<file path="src/design/bq_pkg.sv">
// Shared types, register indexes and constants for the Q15 biquad filter.
package bq_pkg;

    // Sample and term widths
    localparam int SAMPLE_W = 16;
    localparam int TERM_W   = 17;
    localparam int ACC_W    = 20;

    // Rounding bias and saturation limit
    localparam logic signed [31:0]        ROUND_BIAS = 32'sd16384;
    localparam logic signed [SAMPLE_W-1:0] SAT_POS   = 16'sh7FFF;
    localparam logic signed [SAMPLE_W-1:0] SAT_NEG   = 16'sh8001;
    localparam logic signed [SAMPLE_W-1:0] HIST_RESET = 16'sh8001;

    // Coefficient reset values
    localparam logic signed [SAMPLE_W-1:0] B0_RESET = 16'sh10C8;
    localparam logic signed [SAMPLE_W-1:0] B1_RESET = 16'sh2190;
    localparam logic signed [SAMPLE_W-1:0] B2_RESET = 16'sh10C8;
    localparam logic signed [SAMPLE_W-1:0] A1_RESET = 16'sh5FB7;
    localparam logic signed [SAMPLE_W-1:0] A2_RESET = 16'shDD28;

    // Configuration register indexes
    typedef enum logic [2:0] {
        REG_B0 = 3'd0,
        REG_B1 = 3'd1,
        REG_B2 = 3'd2,
        REG_A1 = 3'd3,
        REG_A2 = 3'd4
    } bq_reg_idx_t;

    // Coefficient set handed to the datapath
    typedef struct packed {
        logic signed [SAMPLE_W-1:0] b0;
        logic signed [SAMPLE_W-1:0] b1;
        logic signed [SAMPLE_W-1:0] b2;
        logic signed [SAMPLE_W-1:0] a1;
        logic signed [SAMPLE_W-1:0] a2;
    } bq_coef_t;

endpackage

</file>
<file path="src/design/bq_if.sv">
// Stream interfaces for the input and filtered sample channels.
interface bq_in_if;
    logic               valid;
    logic               ready;
    logic signed [15:0] sample_in;

    modport source (output valid, output sample_in, input ready);
    modport sink   (input valid, input sample_in, output ready);
endinterface

interface bq_out_if;
    logic               valid;
    logic               ready;
    logic signed [15:0] sample_out;

    modport source (output valid, output sample_out, input ready);
    modport sink   (input valid, input sample_out, output ready);
endinterface

</file>
<file path="src/design/bq_term.sv">
// One filter term: coefficient times tap, Q15 rounding with sticky bit, shift by 15.
module bq_term
    import bq_pkg::*;
(
    input  logic signed [SAMPLE_W-1:0] coef,
    input  logic signed [SAMPLE_W-1:0] tap,
    output logic signed [TERM_W-1:0]   term
);

    logic signed [31:0] prod;
    logic signed [31:0] biased;
    logic        [31:0] sticky;

    // Product and rounding bias; the product stays within 2^30
    assign prod   = coef * tap;
    assign biased = prod + ROUND_BIAS;

    // Any bits below the binary point force bit 15
    always_comb
    begin
        sticky = biased;
        if (|biased[14:0])
        begin
            sticky[15] = 1'b1;
        end
    end

    // Arithmetic shift right by 15 keeps the top bits
    assign term = sticky[31:15];

endmodule

</file>
<file path="src/design/bq_coef_regs.sv">
// Coefficient register file written through the configuration port.
module bq_coef_regs
    import bq_pkg::*;
(
    input  logic                clk,
    input  logic                rst_n,
    input  logic                cfg_we,
    input  logic [2:0]          cfg_index,
    input  logic [SAMPLE_W-1:0] cfg_data,
    output bq_coef_t            coef
);

    bq_coef_t coef_reg;
    bq_coef_t coef_next;

    // Decode the write; out-of-range indexes are dropped
    always_comb
    begin
        coef_next = coef_reg;
        if (cfg_we)
        begin
            case (bq_reg_idx_t'(cfg_index))
                REG_B0:  coef_next.b0 = cfg_data;
                REG_B1:  coef_next.b1 = cfg_data;
                REG_B2:  coef_next.b2 = cfg_data;
                REG_A1:  coef_next.a1 = cfg_data;
                REG_A2:  coef_next.a2 = cfg_data;
                default: coef_next = coef_reg;
            endcase
        end
    end

    always_ff @(posedge clk or negedge rst_n)
    begin
        if (!rst_n)
        begin
            coef_reg.b0 <= B0_RESET;
            coef_reg.b1 <= B1_RESET;
            coef_reg.b2 <= B2_RESET;
            coef_reg.a1 <= A1_RESET;
            coef_reg.a2 <= A2_RESET;
        end
        else
        begin
            coef_reg <= coef_next;
        end
    end

    assign coef = coef_reg;

endmodule

</file>
<file path="src/design/bq_datapath.sv">
// Filter history, the five terms, their sum and symmetric saturation.
module bq_datapath
    import bq_pkg::*;
(
    input  logic                       clk,
    input  logic                       rst_n,
    input  bq_coef_t                   coef,
    input  logic signed [SAMPLE_W-1:0] x,
    input  logic                       advance,
    output logic signed [SAMPLE_W-1:0] y
);

    logic signed [SAMPLE_W-1:0] xh1_reg, xh2_reg, yh1_reg, yh2_reg;
    logic signed [TERM_W-1:0]   t_b0, t_b1, t_b2, t_a1, t_a2;
    logic signed [ACC_W-1:0]    acc;

    // Five products in parallel
    bq_term u_t_b0 (.coef(coef.b0), .tap(x),       .term(t_b0));
    bq_term u_t_b1 (.coef(coef.b1), .tap(xh1_reg), .term(t_b1));
    bq_term u_t_b2 (.coef(coef.b2), .tap(xh2_reg), .term(t_b2));
    bq_term u_t_a1 (.coef(coef.a1), .tap(yh1_reg), .term(t_a1));
    bq_term u_t_a2 (.coef(coef.a2), .tap(yh2_reg), .term(t_a2));

    // Adder tree
    assign acc = ACC_W'(t_b0) + ACC_W'(t_b1) + ACC_W'(t_b2)
               + ACC_W'(t_a1) + ACC_W'(t_a2);

    // Clip to +/-32767
    always_comb
    begin
        if (acc > ACC_W'(SAT_POS))
        begin
            y = SAT_POS;
        end
        else if (acc < ACC_W'(SAT_NEG))
        begin
            y = SAT_NEG;
        end
        else
        begin
            y = acc[SAMPLE_W-1:0];
        end
    end

    // History shifts once per processed word
    always_ff @(posedge clk or negedge rst_n)
    begin
        if (!rst_n)
        begin
            xh1_reg <= HIST_RESET;
            xh2_reg <= HIST_RESET;
            yh1_reg <= HIST_RESET;
            yh2_reg <= HIST_RESET;
        end
        else if (advance)
        begin
            xh2_reg <= xh1_reg;
            xh1_reg <= x;
            yh2_reg <= yh1_reg;
            yh1_reg <= y;
        end
    end

endmodule

</file>
<file path="src/design/q15_biquad_iir_filter.sv">
// Top level of the Q15 direct-form-I biquad filter.
//
//  channel   role      payload            handshake
//  -------   -------   ----------------   -----------------------
//  samples   sink      sample_in  [15:0]  valid / ready
//  filtered  source    sample_out [15:0]  valid / ready
//  cfg       write     cfg_data   [15:0]  cfg_we, cfg_index [2:0]
//
// One word per cycle sustained while the filtered channel is ready. An accepted word passes
// through the input register, then five multiplies and the adder tree, into the result register.
// The history takes each new result in the same cycle as the result register does.
// Reset clears the history to -32767 and loads the default coefficients.
// A stalled result holds; the input register keeps taking a word while it is empty.
module q15_biquad_iir_filter
    import bq_pkg::*;
(
    input  logic                clk,
    input  logic                rst_n,
    bq_in_if.sink               samples,
    bq_out_if.source            filtered,
    input  logic                cfg_we,
    input  logic [2:0]          cfg_index,
    input  logic [SAMPLE_W-1:0] cfg_data
);

    bq_coef_t                   coef;
    logic                       in_valid_reg;
    logic signed [SAMPLE_W-1:0] x_reg;
    logic                       out_valid_reg;
    logic signed [SAMPLE_W-1:0] y_reg;
    logic signed [SAMPLE_W-1:0] y_next;
    logic                       advance;
    logic                       take;

    bq_coef_regs u_coef (
        .clk       (clk),
        .rst_n     (rst_n),
        .cfg_we    (cfg_we),
        .cfg_index (cfg_index),
        .cfg_data  (cfg_data),
        .coef      (coef)
    );

    bq_datapath u_dp (
        .clk     (clk),
        .rst_n   (rst_n),
        .coef    (coef),
        .x       (x_reg),
        .advance (advance),
        .y       (y_next)
    );

    // Pipeline flow control
    assign advance       = in_valid_reg && (!out_valid_reg || filtered.ready);
    assign samples.ready = !in_valid_reg || advance;
    assign take          = samples.valid && samples.ready;

    // Input register
    always_ff @(posedge clk or negedge rst_n)
    begin
        if (!rst_n)
        begin
            in_valid_reg <= 1'b0;
        end
        else if (samples.ready)
        begin
            in_valid_reg <= samples.valid;
        end
    end

    always_ff @(posedge clk)
    begin
        if (take)
        begin
            x_reg <= samples.sample_in;
        end
    end

    // Result register
    always_ff @(posedge clk or negedge rst_n)
    begin
        if (!rst_n)
        begin
            out_valid_reg <= 1'b0;
        end
        else if (!out_valid_reg || filtered.ready)
        begin
            out_valid_reg <= in_valid_reg;
        end
    end

    always_ff @(posedge clk)
    begin
        if (advance)
        begin
            y_reg <= y_next;
        end
    end

    assign filtered.valid      = out_valid_reg;
    assign filtered.sample_out = y_reg;

endmodule

</file>
<file path="src/flat_wrapper.sv">
// flat-port wrapper written by rule: the top's interface ports become plain ports
module q15_biquad_iir_filter_flat import bq_pkg::*;
  (clk, rst_n, cfg_we, cfg_index, cfg_data, samples_valid, samples_sample_in, samples_ready, filtered_valid, filtered_sample_out, filtered_ready);
  bq_in_if samples_i ();
  bq_out_if filtered_i ();
  input  logic clk;
  input  logic rst_n;
  input  logic cfg_we;
  input  logic [2:0] cfg_index;
  input  logic [SAMPLE_W-1:0] cfg_data;
  input wire logic [$bits(samples_i.valid)-1:0] samples_valid;
  input wire logic [$bits(samples_i.sample_in)-1:0] samples_sample_in;
  output wire logic [$bits(samples_i.ready)-1:0] samples_ready;
  output wire logic [$bits(filtered_i.valid)-1:0] filtered_valid;
  output wire logic [$bits(filtered_i.sample_out)-1:0] filtered_sample_out;
  input wire logic [$bits(filtered_i.ready)-1:0] filtered_ready;
  assign samples_i.valid = samples_valid;
  assign samples_i.sample_in = samples_sample_in;
  assign samples_ready = samples_i.ready;
  assign filtered_valid = filtered_i.valid;
  assign filtered_sample_out = filtered_i.sample_out;
  assign filtered_i.ready = filtered_ready;
  q15_biquad_iir_filter u_core (.clk(clk), .rst_n(rst_n), .samples(samples_i), .filtered(filtered_i), .cfg_we(cfg_we), .cfg_index(cfg_index), .cfg_data(cfg_data));
endmodule
</file>
<file path="config.mk">
export PLATFORM = sky130hd
export DESIGN_NAME = q15_biquad_iir_filter_flat
export DESIGN_NICKNAME = d
export VERILOG_FILES = /design/src/design/bq_pkg.sv /design/src/design/bq_if.sv /design/src/design/bq_term.sv /design/src/design/bq_coef_regs.sv /design/src/design/bq_datapath.sv /design/src/design/q15_biquad_iir_filter.sv /design/src/flat_wrapper.sv
export SDC_FILE = /design/constraint.sdc
export NUM_CORES = 2
export LEC_CHECK = 0
export ABC_CLOCK_PERIOD_IN_PS = 13400
export BUFFER_PORTS_ARGS = -buffer_cell sky130_fd_sc_hd__buf_4
export CORE_UTILIZATION = 25
export DETAILED_ROUTE_END_ITERATION = 12
export GPL_TIMING_DRIVEN = 1
export PLACE_DENSITY = 0.48
export SLEW_MARGIN = 20
export SYNTH_ARGS = -nofsm -noshare
export SYNTH_HDL_FRONTEND = slang
export SYNTH_SLANG_ARGS = --single-unit
</file>
<file path="constraint.sdc">
create_clock -name clk -period 13.4 [get_ports clk]
set_input_delay 2.01 -clock clk [delete_from_list [all_inputs] [get_ports clk]]
set_output_delay 2.01 -clock clk [all_outputs]
set_load 0.02 [all_outputs]
</file>
==> flow_metrics.py <==
metrics = {
    "logic_synthesis": {
        "synth_cells": 6225,
        "ys.flop_type": "dfrtp_1",
        "ys_seq_elements": 178,
        "synth_top_area_frac": 0.473,
        "synth_area_per_cell_sq_um": 9.30,
        "yosysUniqueCellTypes": 76,
        "synth_edf_count": 32,
        "netlist_area_sq_um": 57900,
        "yosysWarnings": 0,
        "ys_seq_area_frac": 0.0805,
        "synth.net_count": 8053,
        "synth_area_leader_cell": "fa_1",
        "async_reset_ff_frac": 0.820,
        "ys_top_cells_by_area": "fa_1, inv_1, ha_1",
    },
    "cells_and_area": {
        "seq_area_sq_um": 4660,
        "nFillCells": 24435,
        "nets": 7943,
        "multiInputGateArea_sq_um": 46700,
        "largest_register_ffs": 80,
        "drive_above_1_share": 0.0450,
        "syn2layout_area_growth_pct": 7.34,
    },
    "clock_tree": {
        "cts.sinks": 178,
        "h-tree-depth": 4,
        "clk_pin_slew_ns": 0.09,
        "clk_path_buf_depth": 2,
        "tritoncts": "yes",
        "cts_buffers": 17,
        "cts_setup_buffers": 0,
        "hold_buffers": 0,
        "postCtsResizedCells": 0,
        "clk_latency_ns": 0.55,
        "cts_root_buf": "clkbuf_16",
    },
    "setup_path": {
        "crit_fanout": 25,
        "crit_required_ns": 13.68,
        "cp_common_cell": "fa_1",
        "critPathSlowestCell": "edfxtp_1",
        "reg2reg_from": "u_core.x_reg[15]",
        "endpoint_kind": "register",
        "crit_path_end": "u_core.filtered.sample_out[0]",
        "worstPathArrival_ns": 11.76,
        "worstSetupPathType": "reg -> reg",
        "crit_start": "u_core.x_reg[15]",
        "reg2reg_depth": 35,
        "r2r_slack_ns": 1.93,
        "max_stage_delay_ns": 0.71,
        "worstReg2RegEnd": "u_core.filtered.sample_out[0]",
        "critPathLaunchType": "register",
    },
    "timing": {
        "worst_pin_slew_ns": 1.03,
        "setup_viol": 0,
        "hold_viol_final": 0,
        "maxSlewViolCount": 0,
        "hold_slack_ns": 0.559,
        "period_needed_ns": 11.47,
        "setup_tns_ns": 0,
        "grt_setup_unrepaired": "no",
        "slew_headroom": 0.311,
        "fmax_ghz": 0.0871,
        "fin_skew_ns": 0.0219,
        "min_period_over_period": 0.856,
    },
    "drt": {
        "wl_microns": 163000,
        "dr_total_vias": 40214,
        "wl_per_cell_microns": 17.8,
        "drcViolationCount": 0,
        "first_iter_violations": 2230,
        "dr.pass1.iters": 5,
        "drtAntennaViolNets": 0,
        "avgViaCountPerCell": 4.39,
    },
    "floorplan": {
        "dieArea_sq_um": 234000,
        "ios": 58,
        "dieWidth_microns": 483,
        "core_area_sq_um": 230000,
        "rows": 176,
        "start_util": 0.252,
        "dieHeight_microns": 483,
    },
    "place": {
        "port_buffers": 57,
        "gp_congestion": 0.841,
        "post-dp-hpwl_microns": 133000,
    },
    "job": {
        "cap_violations": 0,
    },
    "status": {
        "status": "completed",
    },
    "global_routing": {
        "grt_pass1_wl_microns": 263000,
        "grt_max_degree": 74,
        "grt_pass1_vias": 44826,
        "grt_remaining_overflow": 0,
        "antenna_found_initial": 10,
        "grtUsageTotal": 0.145,
    },
    "worst_hold_path": {
        "worstHoldPathType": "reg -> reg",
    },
}
-- stage by stage --
step / setup slack, ns / instance area (sq um) / util / std cells
after floorplan: 3.24 / 57900 / - / 6225
after global placement: 2.02 / 61600 / 0.268 / 9122
after detailed placement: 1.97 / 61600 / 0.268 / 9122
after CTS: 1.94 / 62200 / 0.270 / 9154
after global routing: 1.42 / 62200 / 0.270 / 9157
final: 1.93 / 62200 / 0.270 / 9158
-- metal layers --
metal / wire length [microns] / global-route usage / vias to the layer above
met3: 5740 / 0.0129 / 140
met1: 73900 / 0.196 / 21114
met5: 12 / 0 / -
met4: 5750 / 0.0487 / 2
met2: 78000 / 0.242 / 784
li1: - / - / 18174
-- cells by family after synthesis --
kind of cell,after synthesis,synth area share
AOI/OAI and AO/OA,444,0.0509
xor gates and xnor gates,167,0.0253
adders and majority gates,1788,0.564
buffers and inverters,1758,0.114
DFF,178,0.0805
muxes,89,0.0171
and+or+nand+nor,1801,0.148
-- layout make-up --
cell class | count | area share
Antenna cell | 4 | 0.000161
Clock buffer | 18 | 0.00690
Clock inverter | 14 | 0.00219
Inverter | 1542 | 0.0931
Multi-Input combinational cell | 4289 | 0.751
Sequential cell | 178 | 0.0750
Tap cell | 3026 | 0.0609
Timing Repair Buffer | 87 | 0.0106
-- cell usage in the layout (no fill, tap or decap), drive strengths merged, types with 14 or more instances in the layout --
master,instances
a211oi,17
o21ai,90
nor3,42
edfxtp,32
o31ai,20
a31oi,18
nor2b,14
xnor2,117
buf,87
ha,420
a21oi,125
mux2,80
clkbuf,18
nand2b,79
o21a,22
dfrtp,106
xor2,50
o21bai,15
nand3,31
nor2,138
inv,1548
fa,1368
nand2,917
dfstp,40
a21o,44
and2,501
-- cell usage after synthesis (all sizes together) (15+ instances only) --
cell type	count
a211oi	17
a21o	44
a21oi	125
a31oi	18
and2	501
clkbuf	211
dfrtp	106
dfstp	40
edfxtp	32
fa	1368
ha	420
inv	1539
mux2	80
nand2	917
nand2b	79
nand3	31
nor2	138
nor3	42
o21a	22
o21ai	90
o21bai	15
o31ai	20
xnor2	117
xor2	50
-- worst min-delay path by stage --
stage,start,end,slack [ns],depth (start not counted)
2_1_floorplan,u_core.in_valid_reg,u_core.filtered.valid,0.46,1
3_3_place_gp,u_core.in_valid_reg,u_core.filtered.valid,0.53,1
3_5_place_dp,u_core.in_valid_reg,u_core.filtered.valid,0.54,1
4_1_cts,u_core.in_valid_reg,u_core.filtered.valid,0.57,1
5_1_grt,u_core.in_valid_reg,u_core.filtered.valid,0.58,1
6_report,u_core.in_valid_reg,u_core.filtered.valid,0.56,1
-- worst max-delay path, delay by kind of cell (launching register included) --
family                   cells  cell delay [ns]
adder cells (fa/ha/maj)     11             4.90
AO/OA/AOI/OAI               13             3.43
buffers and inverters        6             1.03
flip-flops                   1             0.71
XOR/XNOR                     2             0.47
AND/OR/NAND/NOR              3             0.68
Power is left out: the tool's default activity adds up to more than one toggle a clock period on the data nets, which glitch-free logic cannot reach.
